===== config.mk =====
export PLATFORM = sky130hd
export DESIGN_NAME = idle_gap_frame_collector_top
export DESIGN_NICKNAME = d
export VERILOG_FILES = /design/src/design/igfc_pkg.sv /design/src/design/igfc_store.sv /design/src/design/igfc_regs.sv /design/src/design/idle_gap_frame_collector_top.sv
export SDC_FILE = /design/constraint.sdc
export NUM_CORES = 1
export LEC_CHECK = 0
export BUFFER_PORTS_ARGS = -buffer_cell sky130_fd_sc_hd__buf_2
export CELL_PAD_IN_SITES_DETAIL_PLACEMENT = 2
export CELL_PAD_IN_SITES_GLOBAL_PLACEMENT = 2
export CORE_MARGIN = 3
export CORE_UTILIZATION = 40
export DETAILED_ROUTE_END_ITERATION = 8
export GPL_ROUTABILITY_DRIVEN = 0
export PLACE_DENSITY_LB_ADDON = 0.2
export SLEW_MARGIN = 15
export SYNTH_ARGS = -nofsm -noshare
export SYNTH_HDL_FRONTEND = slang
export SYNTH_SLANG_ARGS = --single-unit
export TNS_END_PERCENT = 5

===== constraint.sdc =====
create_clock -name clk -period 2.65 [get_ports clk]
set_clock_uncertainty 0.1 [all_clocks]
set_input_delay 0.265 -clock clk [delete_from_list [all_inputs] [get_ports clk]]
set_output_delay 0.265 -clock clk [all_outputs]
set_load 0.02 [all_outputs]

===== src/design/igfc_pkg.sv =====
package igfc_pkg;

    // Item kinds
    localparam logic KIND_BYTE = 1'b0;
    localparam logic KIND_TICK = 1'b1;

    // Configuration port
    localparam int APB_ADDR_W = 3;
    localparam int APB_DATA_W = 32;
    localparam logic REG_IDLE_TICKS = 1'b0;
    localparam logic [7:0] IDLE_TICKS_RESET = 8'd10;

    typedef struct packed {
        logic       kind;
        logic [7:0] rx_byte;
    } igfc_in_t;

    typedef struct packed {
        logic [7:0] data_byte;
        logic [4:0] position;
        logic [5:0] frame_length;
        logic       is_last;
    } igfc_out_t;

endpackage


===== src/design/igfc_store.sv =====
module igfc_store
    import igfc_pkg::*;
#(
    parameter int DEPTH = 32
) (
    input  logic                     clk,
    input  logic                     we,
    input  logic [$clog2(DEPTH)-1:0] waddr,
    input  logic [7:0]               wdata,
    input  logic                     re,
    input  logic [$clog2(DEPTH)-1:0] raddr,
    output logic [7:0]               rdata
);

    logic [7:0] ram_reg [DEPTH];
    logic [7:0] rdata_reg;

    // Write one byte, read one byte with a registered output
    always_ff @(posedge clk)
    begin
        if (we)
        begin
            ram_reg[waddr] <= wdata;
        end
        if (re)
        begin
            rdata_reg <= ram_reg[raddr];
        end
    end

    assign rdata = rdata_reg;

endmodule


===== src/design/igfc_regs.sv =====
module igfc_regs
    import igfc_pkg::*;
(
    input  logic                  clk,
    input  logic                  rst_n,
    input  logic                  psel,
    input  logic                  penable,
    input  logic                  pwrite,
    input  logic [APB_ADDR_W-1:0] paddr,
    input  logic [APB_DATA_W-1:0] pwdata,
    output logic [APB_DATA_W-1:0] prdata,
    output logic                  pready,
    output logic [7:0]            idle_ticks
);

    logic [7:0] idle_ticks_reg;
    logic       sel_idle_ticks;

    // Decode the register index from the word address
    assign sel_idle_ticks = (paddr[APB_ADDR_W-1] == REG_IDLE_TICKS);

    // Update the idle threshold on the access phase of a write
    always_ff @(posedge clk or negedge rst_n)
    begin
        if (!rst_n)
        begin
            idle_ticks_reg <= IDLE_TICKS_RESET;
        end
        else if (psel && penable && pwrite && sel_idle_ticks)
        begin
            idle_ticks_reg <= pwdata[7:0];
        end
    end

    // Return the register value, zero elsewhere
    assign prdata     = sel_idle_ticks ? APB_DATA_W'(idle_ticks_reg) : '0;
    assign pready     = 1'b1;
    assign idle_ticks = idle_ticks_reg;

endmodule


===== src/design/idle_gap_frame_collector_top.sv =====
// Channel  | Direction | Handshake                   | Beat
// ---------+-----------+-----------------------------+------------------------------------------
// item     | in        | item_valid / item_ready     | kind, rx_byte
// result   | out       | result_valid / result_ready | data_byte, position, frame_length, is_last
// config   | in        | APB psel/penable, pready=1  | idle_ticks at byte address 0
//
// A byte or an idle tick is taken while no flush runs.
// The tick that ends a frame starts a flush of N bytes, read one beat at a time:
// each beat is one read of the store port followed by one load of the result register.
// Item input is held off during a flush; the last beat may still wait while new items enter.
// Reset clears the byte count, the countdown and the flush control and sets idle_ticks to 10;
// the frame store is not cleared, since only entries written since the last flush are read.
module idle_gap_frame_collector_top
    import igfc_pkg::*;
#(
    parameter int BUFFER_DEPTH = 32
) (
    input  logic                  clk,
    input  logic                  rst_n,
    input  logic                  item_valid,
    output logic                  item_ready,
    input  igfc_in_t              item,
    output logic                  result_valid,
    input  logic                  result_ready,
    output igfc_out_t             result,
    input  logic                  psel,
    input  logic                  penable,
    input  logic                  pwrite,
    input  logic [APB_ADDR_W-1:0] paddr,
    input  logic [APB_DATA_W-1:0] pwdata,
    output logic [APB_DATA_W-1:0] prdata,
    output logic                  pready
);

    localparam int IDX_W = $clog2(BUFFER_DEPTH);
    localparam int CNT_W = $clog2(BUFFER_DEPTH + 1);

    localparam logic ST_IDLE  = 1'b0;
    localparam logic ST_FLUSH = 1'b1;

    logic             state_reg, state_next;
    logic [CNT_W-1:0] count_reg, count_next;
    logic [7:0]       countdown_reg, countdown_next;
    logic [CNT_W-1:0] rd_idx_reg, rd_idx_next;
    logic [CNT_W-1:0] flen_reg, flen_next;
    logic             pend_reg, pend_next;
    logic [CNT_W-1:0] pend_idx_reg, pend_idx_next;
    logic             out_valid_reg, out_valid_next;
    igfc_out_t        out_reg, out_next;

    logic [7:0]       idle_ticks;
    logic             item_take;
    logic             mem_we;
    logic             mem_re;
    logic [7:0]       mem_rdata;
    logic             pend_last;

    // Configuration register
    igfc_regs u_regs (
        .clk        (clk),
        .rst_n      (rst_n),
        .psel       (psel),
        .penable    (penable),
        .pwrite     (pwrite),
        .paddr      (paddr),
        .pwdata     (pwdata),
        .prdata     (prdata),
        .pready     (pready),
        .idle_ticks (idle_ticks)
    );

    // Frame store
    igfc_store #(
        .DEPTH (BUFFER_DEPTH)
    ) u_store (
        .clk   (clk),
        .we    (mem_we),
        .waddr (count_reg[IDX_W-1:0]),
        .wdata (item.rx_byte),
        .re    (mem_re),
        .raddr (rd_idx_reg[IDX_W-1:0]),
        .rdata (mem_rdata)
    );

    assign item_ready = (state_reg == ST_IDLE);
    assign item_take  = item_valid && item_ready;
    assign mem_we     = item_take && (item.kind == KIND_BYTE)
                        && (count_reg < CNT_W'(BUFFER_DEPTH));
    // Issue a read only when the result register is free by the time the data lands
    assign mem_re     = (state_reg == ST_FLUSH) && !pend_reg
                        && (!out_valid_reg || result_ready) && (rd_idx_reg < flen_reg);
    assign pend_last  = (pend_idx_reg == flen_reg - CNT_W'(1));

    // Sequence bytes, ticks and the flush
    always_comb
    begin
        state_next     = state_reg;
        count_next     = count_reg;
        countdown_next = countdown_reg;
        rd_idx_next    = rd_idx_reg;
        flen_next      = flen_reg;
        pend_next      = 1'b0;
        pend_idx_next  = pend_idx_reg;
        out_valid_next = out_valid_reg;
        out_next       = out_reg;

        // Drain the result register
        if (out_valid_reg && result_ready)
        begin
            out_valid_next = 1'b0;
        end

        unique case (state_reg)
            ST_IDLE:
            begin
                if (item_take)
                begin
                    if (item.kind == KIND_BYTE)
                    begin
                        // Store the byte unless full, reload the countdown in any case
                        if (mem_we)
                        begin
                            count_next = count_reg + CNT_W'(1);
                        end
                        countdown_next = idle_ticks;
                    end
                    else if (countdown_reg != 8'd0)
                    begin
                        countdown_next = countdown_reg - 8'd1;
                        // Close the frame when the countdown expires on a nonempty store
                        if ((countdown_reg == 8'd1) && (count_reg != '0))
                        begin
                            state_next  = ST_FLUSH;
                            flen_next   = count_reg;
                            rd_idx_next = '0;
                            count_next  = '0;
                        end
                    end
                end
            end
            ST_FLUSH:
            begin
                // Advance the read pointer
                if (mem_re)
                begin
                    pend_next     = 1'b1;
                    pend_idx_next = rd_idx_reg;
                    rd_idx_next   = rd_idx_reg + CNT_W'(1);
                end
                // Load the beat that came back from the store
                if (pend_reg)
                begin
                    out_valid_next        = 1'b1;
                    out_next.data_byte    = mem_rdata;
                    out_next.position     = 5'(pend_idx_reg);
                    out_next.frame_length = 6'(flen_reg);
                    out_next.is_last      = pend_last;
                    if (pend_last)
                    begin
                        state_next = ST_IDLE;
                    end
                end
            end
            default:
            begin
                state_next = ST_IDLE;
            end
        endcase
    end

    // Control registers
    always_ff @(posedge clk or negedge rst_n)
    begin
        if (!rst_n)
        begin
            state_reg     <= ST_IDLE;
            count_reg     <= '0;
            countdown_reg <= 8'd0;
            rd_idx_reg    <= '0;
            flen_reg      <= '0;
            pend_reg      <= 1'b0;
            pend_idx_reg  <= '0;
            out_valid_reg <= 1'b0;
        end
        else
        begin
            state_reg     <= state_next;
            count_reg     <= count_next;
            countdown_reg <= countdown_next;
            rd_idx_reg    <= rd_idx_next;
            flen_reg      <= flen_next;
            pend_reg      <= pend_next;
            pend_idx_reg  <= pend_idx_next;
            out_valid_reg <= out_valid_next;
        end
    end

    // Result payload
    always_ff @(posedge clk)
    begin
        out_reg <= out_next;
    end

    assign result_valid = out_valid_reg;
    assign result       = out_reg;

    // Returning read data always finds the result register empty
    a_pend_slot_free: assert property (@(posedge clk) disable iff (!rst_n)
        pend_reg |-> !out_valid_reg)
        else $error("store data returned while result register busy");

    // Reads are in flight only during a flush
    a_pend_in_flush: assert property (@(posedge clk) disable iff (!rst_n)
        pend_reg |-> (state_reg == ST_FLUSH))
        else $error("store read pending outside a flush");

    // The byte count never passes the store depth
    a_count_bound: assert property (@(posedge clk) disable iff (!rst_n)
        count_reg <= CNT_W'(BUFFER_DEPTH))
        else $error("byte count beyond store depth");

    // A flush starts with a cleared byte count and a nonempty frame
    a_flush_start: assert property (@(posedge clk) disable iff (!rst_n)
        (state_reg == ST_IDLE) && (state_next == ST_FLUSH)
        |=> (count_reg == '0) && (flen_reg != '0) && (rd_idx_reg == '0))
        else $error("flush started with bad bookkeeping");

    // The read pointer never runs past the frame
    a_rd_bound: assert property (@(posedge clk) disable iff (!rst_n)
        (state_reg == ST_FLUSH) |-> (rd_idx_reg <= flen_reg))
        else $error("flush read pointer past frame length");

endmodule


# Yosys cells after proc, flatten, opt, wreduce, memory -nomap -nowiden
# Memory sizes are Yosys's and may differ from the RTL's. A register that Yosys moved wholly into a read port is not among the register bits.
# Index checks and enable logic that the tools add are counted.
# op_classes
addsub	4
mux	25
n_eq_ne	9
bitwise_logic	3
n_lt_le_gt_ge	2
reduce_logical	23
# ops
operator	count
two-way mux 6 bit	7
two-way mux 8 bit	3
AND reduction 5 bit	3
inequality test 2 x 1 -> 1 bit (second input constant)	7
two-way mux 1 bit	13
adder 6 x 1 -> 6 bit (second input constant)	2
case mux 6 bit (2 select lines)	1
logical AND 1 bit	11
== test 8 x 1 -> 1 bit (second input constant)	1
nonzero test 8 bit	1
subtractor 8 x 1 -> 8 bit (second input constant)	1
== test 6 bit	1
< comparator 6 bit	1
< comparator 6 bit (second input constant)	1
nonzero test 6 bit	1
subtractor 6 x 1 -> 6 bit (second input constant)	1
AND reduction 2 bit	2
NOT 1 bit	3
AND reduction 3 bit	1
zero test 1 bit	2
case mux 1 bit (2 select lines)	1
nonzero test 2 bit	1
logical OR 1 bit	1
# word_totals
output_inout_bits	55
mem_count	1
reg_bits	63
in_bits	51
ram_bits	256
elab_cells	80
# memory_table
name	depth	width	read_ports	rd_clocked_by_memory_dff	write_ports	line	rtl
u_store.ram_reg	32	8	1	1	1	igfc_store.sv:15	logic [7:0] ram_reg [DEPTH];

# Longest topological paths before layout
# logic_depth
depth_word	7
mapped_depth	8
ltp_nobuf	7

# By module
# Synthesis repeated with hierarchy kept, for this count alone.
# hier_totals
cells_unflattened	714
area_unflattened_um2	13436.6
# by_module_without_submodules
module	n_inst	seq_area_each_um2	area_per_inst_um2	cells_each
igfc_store	1	7927.6	10133.5	417
idle_gap_frame_collector_top	1	1476.4	2721.4	245
igfc_regs	1	202.7	581.8	52

# Worst setup path before layout
# Ideal clock, no wire load.
# synth_timing
path_type	register -> register
from	register flen_reg[2]
to	register pend_idx_reg[2]
path_stages_with_launch	8
setup_ns	0.125
synth_period_minus_slack_ns	2.261
arrival_ns	2.037
n_path_buf	1
required_time_ns	2.425
slack_ns	0.389
path_cell_list	dfrtp_1 -> inv_1 -> ha_1 -> a21oi_1 -> o21ai_0 -> a41oi_1 -> buf_4 -> mux2_2
# synth_between
elab_chain_cells	3
# synth_lines
item	line	rtl
from (decl)	idle_gap_frame_collector_top.sv:45	logic [CNT_W-1:0] flen_reg, flen_next;
from (signal assigned)	idle_gap_frame_collector_top.sv:191	flen_reg <= flen_next;
< comparator 6 bit	idle_gap_frame_collector_top.sv:91	&& (!out_valid_reg || result_ready) && (rd_idx_reg < flen_reg);
logical AND 1 bit	idle_gap_frame_collector_top.sv:91	
named net mem_re	idle_gap_frame_collector_top.sv:54	logic mem_re;
AND reduction 2 bit (no line)	--	
to (signal assigned)	idle_gap_frame_collector_top.sv:193	pend_idx_reg <= pend_idx_next;
to (decl)	idle_gap_frame_collector_top.sv:47	logic [CNT_W-1:0] pend_idx_reg, pend_idx_next;
# The timed path passes the listed nets, and every way through them passes these cells.
# A chain may end at the register's enable or synchronous reset.

# Final worst setup path
# layout_timing
from	register rd_idx_reg[0]
to	register u_store.rdata_reg[6], in the netlist u_store.rdata[6], read port of u_store.ram_reg (data pin)
# layout_between
elab_chain_cells	2
# layout_lines
item	line	rtl
from (decl)	idle_gap_frame_collector_top.sv:44	logic [CNT_W-1:0] rd_idx_reg, rd_idx_next;
from (signal assigned)	idle_gap_frame_collector_top.sv:190	rd_idx_reg <= rd_idx_next;
< comparator 6 bit	idle_gap_frame_collector_top.sv:91	
logical AND 1 bit	idle_gap_frame_collector_top.sv:91	
to (decl)	igfc_store.sv:16	logic [7:0] rdata_reg;
# Several ways; a longest one is shown, not always the timed one.

==> results.md <==
* Worst-Margin Slew at 0.990 ns
* Site Rows at 66
* CP max stage cell: mux4_2
* First-pass GRT wire length at 49.9 mm
* Synthesized instance count at about 730
* Ys async rst share at 0.131
* Hold path depth at 2
* Core area at roughly 33000 µm²
* GRT Total Usage at 0.185
* Residual DRC at 0
* Synth area leader: edfxtp_1
* Routed WL at between 30 and 40 mm
* Total CTS buffers at 37
* Share of post-route cells with drive strength above 1 at 0.277
* Worst reg2reg startpoint: rd_idx_reg[0]$_DFFE_PN0P_
* Share of the synthesized area in the top cell type at 0.633
* P per Cell Area at just under 1000 nW/µm²
* Clk_lat worst skew at 0.53 ns
* Clk sinks at 327
* Netlist cell types at 61
* Largest net degree at the start of global routing at between 50 and 60
* Power Total at ~0.015 W
* Initial Utilization at 0.410
* Worst reg2reg path endpoint: u_store.rdata[6]$_DFFE_PP_
* Die area at 35900 µm²
* R2R cell count at 5
* Post-layout min period at around 2.4 ns
* Number of synthesized register bits at 327
* Final slew viol count at 0
* Register area share after synthesis at 0.713
* Final Setup Violations at 0
* H-tree levels at 2
* I/O Buffers at 54
* Hold EP: countdown_reg[3]$_DFFE_PN0P_
* Max Cap Viol at 0
* Hold Startpoint: item[8]
* Die height at ~190 µm
* Peak supply drop at 0.000551 V
* 1st-iter DRT viols at around 360
* Clk slew on worst S/H paths at about 0.060 ns
* Drt wl/cell at 24.6 µm
* Critical Path Max Stage Delay at ~0.6 ns
* Final hold vios at 0
* Max Buffers Root-to-Sink at 3
* Leakage at roughly 5.5 nW
* Setup crit end kind: register
* CP Cell Sequence: buf_4 -> mux4_2 -> mux2i_1 -> a22oi_1 -> o21a_1
* # nets final at about 920
* Hold_ws at roughly 0.057 ns
* RSZ-0062 raised after global routing: false
* Setup crit start kind: register
* Setup bufs post-CTS at 0
* Critical path class: register to register
* I/O pin count at ~110
* Cell Area, Synth at about 13000 µm²
* Root Buffer: clkbuf_16
* Setup_tns at 0 ns
* DP HPWL at 21.5 mm
* Area delta synth->final at 16.8%
* Drt pass-1 iters at 5
* R2R Setup Slk at roughly 0.21 ns
* Primary FF master, synth: edfxtp_1
* Diode count at 0
* Initial antenna violation count at 1
* Synth warnings at 0
* Synth Area per Inst at 18.5 µm²
* Vias in the first global route at between 7000 and 8000
* Hold Crit Class: input port to register
* Critical Path RT at around 2.8 ns
* Crit path DAT at ~2.6 ns
* Area contributors post-synth: edfxtp_1, mux4_2, dfrtp_1, mux4_1, buf_4
* Vias at roughly 7000
* Status: finished clean
* Die width at between 150 and 200 µm
* Max FO, Critical Path at 16
* Slew Limit Headroom at 0.340
* Fin crit share at 0.921
* Delay-heaviest family, CP: multiplexers
* Number of synthesized flops with an enable pin at roughly 280
* Achievable Freq at 410 MHz
* CTS tree: built
* Antenna Violating Nets Remaining at 0
* Remaining Overflow, GRT at 0
* Max reg flops at 256
* Bufs and invs on worst path at 1
* Via density at roughly 5.3
[worst register-to-register path: cells and delay by family (launching register included)]
family,cells,cell delay [ns]
AO/OA/AOI/OAI,2,0.37
multiplexers,2,0.80
flip-flops,1,0.55
buffers and inverters,1,0.38
[layer usage]
| layer | routed length [µm] | track usage | part of all wire |
|---|---|---|---|
| met1 | 13900 | 0.245 | 0.43 |
| met5 | 0 | 0 | 0 |
| met4 | 643 | 0.0498 | 0.020 |
| met3 | 1450 | 0.0291 | 0.044 |
| met2 | 16600 | 0.321 | 0.51 |
[power breakdown]
part	total [W]	switching, W	internal (W)	leakage, nW
clock network	0.00487	0.00198	0.00289	0.561
logic	0.00394	0.00210	0.00184	1.86
registers	0.00653	0.000398	0.00614	3.08
total	0.0153	0.00448	0.0109	5.50
[per-stage QoR]
stage	instances	instance area, µm²	utilization	worst slack [ns]
final	1323	15700	0.479	0.209
after detailed placement	1246	14500	0.441	0.199
after floorplan	751	13600	-	0.389
after CTS	1323	15700	0.479	0.189
after global routing	1323	15700	0.479	0.122
after global placement	1246	14500	0.441	0.217
[cells by family after synthesis]
group / share of synthesized area
simple gates: 0.0473
mux: 0.151
fa+ha+maj: 0.0121
flops: 0.713
compound gates: 0.0377
buf+inv: 0.0331
xor+xnor: 0.00585
other cells: 0.000557
[placed cells by master (no fill, tap or decap), types with 3 or more instances in the layout]
master and n:
edfxtp_1 284, mux4_2 56, buf_2 54, buf_4 53
nor2_1 49, dfrtp_1 39, clkbuf_16 38, conb_1 25
nand2_1 20, mux2i_1 18, inv_1 17, mux4_1 16
mux2_2 15, clkbuf_1 14, o21ai_0 13, ha_1 13
nor2b_1 11, a21oi_1 11, dlygate4sd3_1 10, a22oi_1 9
o21a_1 8, nand3_1 7, xor2_1 7, nand2b_1 6
nand4_1 6, o22ai_1 5, clkinv_1 5, nand3b_1 4
o2bb2ai_1 4, clkinv_2 4, o31ai_1 3, nor4_1 3
buf_12 3
[final cells by class]
cell class | instances | area, µm²
multi-input combinational | 350 | 3520
timing repair buffer | 120 | 828
sequential | 327 | 9610
inverter | 17 | 63.8
clock inverter | 14 | 143
tap | 442 | 553
clock buffer | 53 | 1020
fill | 3038 | 17100
[what timing repair did]
item | 4_1_cts | 5_1_grt
gates resized for setup | 0 | 0
endpoints found under the setup margin | 0 | 0
hold buffers | 10 | 0
hold endpoints to repair | 50 | 0
[worst max path at each step]
stage	startpoint	to	slack, ns	cells past startpoint
2_1_floorplan	flen_reg[2]$_DFFE_PN0P_	pend_idx_reg[2]$_DFFE_PN0P_	0.39	7
3_3_place_gp	rd_idx_reg[0]$_DFFE_PN0P_	u_store.rdata[0]$_DFFE_PP_	0.22	5
3_5_place_dp	rd_idx_reg[0]$_DFFE_PN0P_	u_store.rdata[2]$_DFFE_PP_	0.20	5
4_1_cts	rd_idx_reg[0]$_DFFE_PN0P_	u_store.rdata[2]$_DFFE_PP_	0.19	5
5_1_grt	rd_idx_reg[0]$_DFFE_PN0P_	u_store.rdata[2]$_DFFE_PP_	0.12	5
6_report	rd_idx_reg[0]$_DFFE_PN0P_	u_store.rdata[6]$_DFFE_PP_	0.21	5
[Yosys cell counts, types with 5 or more instances]
| cell type | instances |
|---|---|
| o21a_1 | 8 |
| mux4_1 | 16 |
| nand3_1 | 7 |
| nor2_1 | 49 |
| a21oi_1 | 11 |
| nand2b_1 | 6 |
| buf_2 | 11 |
| nand4_1 | 6 |
| o22ai_1 | 5 |
| mux4_2 | 56 |
| mux2_2 | 15 |
| o21ai_0 | 13 |
| clkbuf_1 | 10 |
| edfxtp_1 | 284 |
| mux2i_1 | 18 |
| nand2_1 | 20 |
| dfrtp_1 | 41 |
| ha_1 | 13 |
| a22oi_1 | 9 |
| inv_1 | 17 |
| buf_4 | 28 |
| nor2b_1 | 11 |
| xor2_1 | 7 |
(Power assumes the default switching activity.)
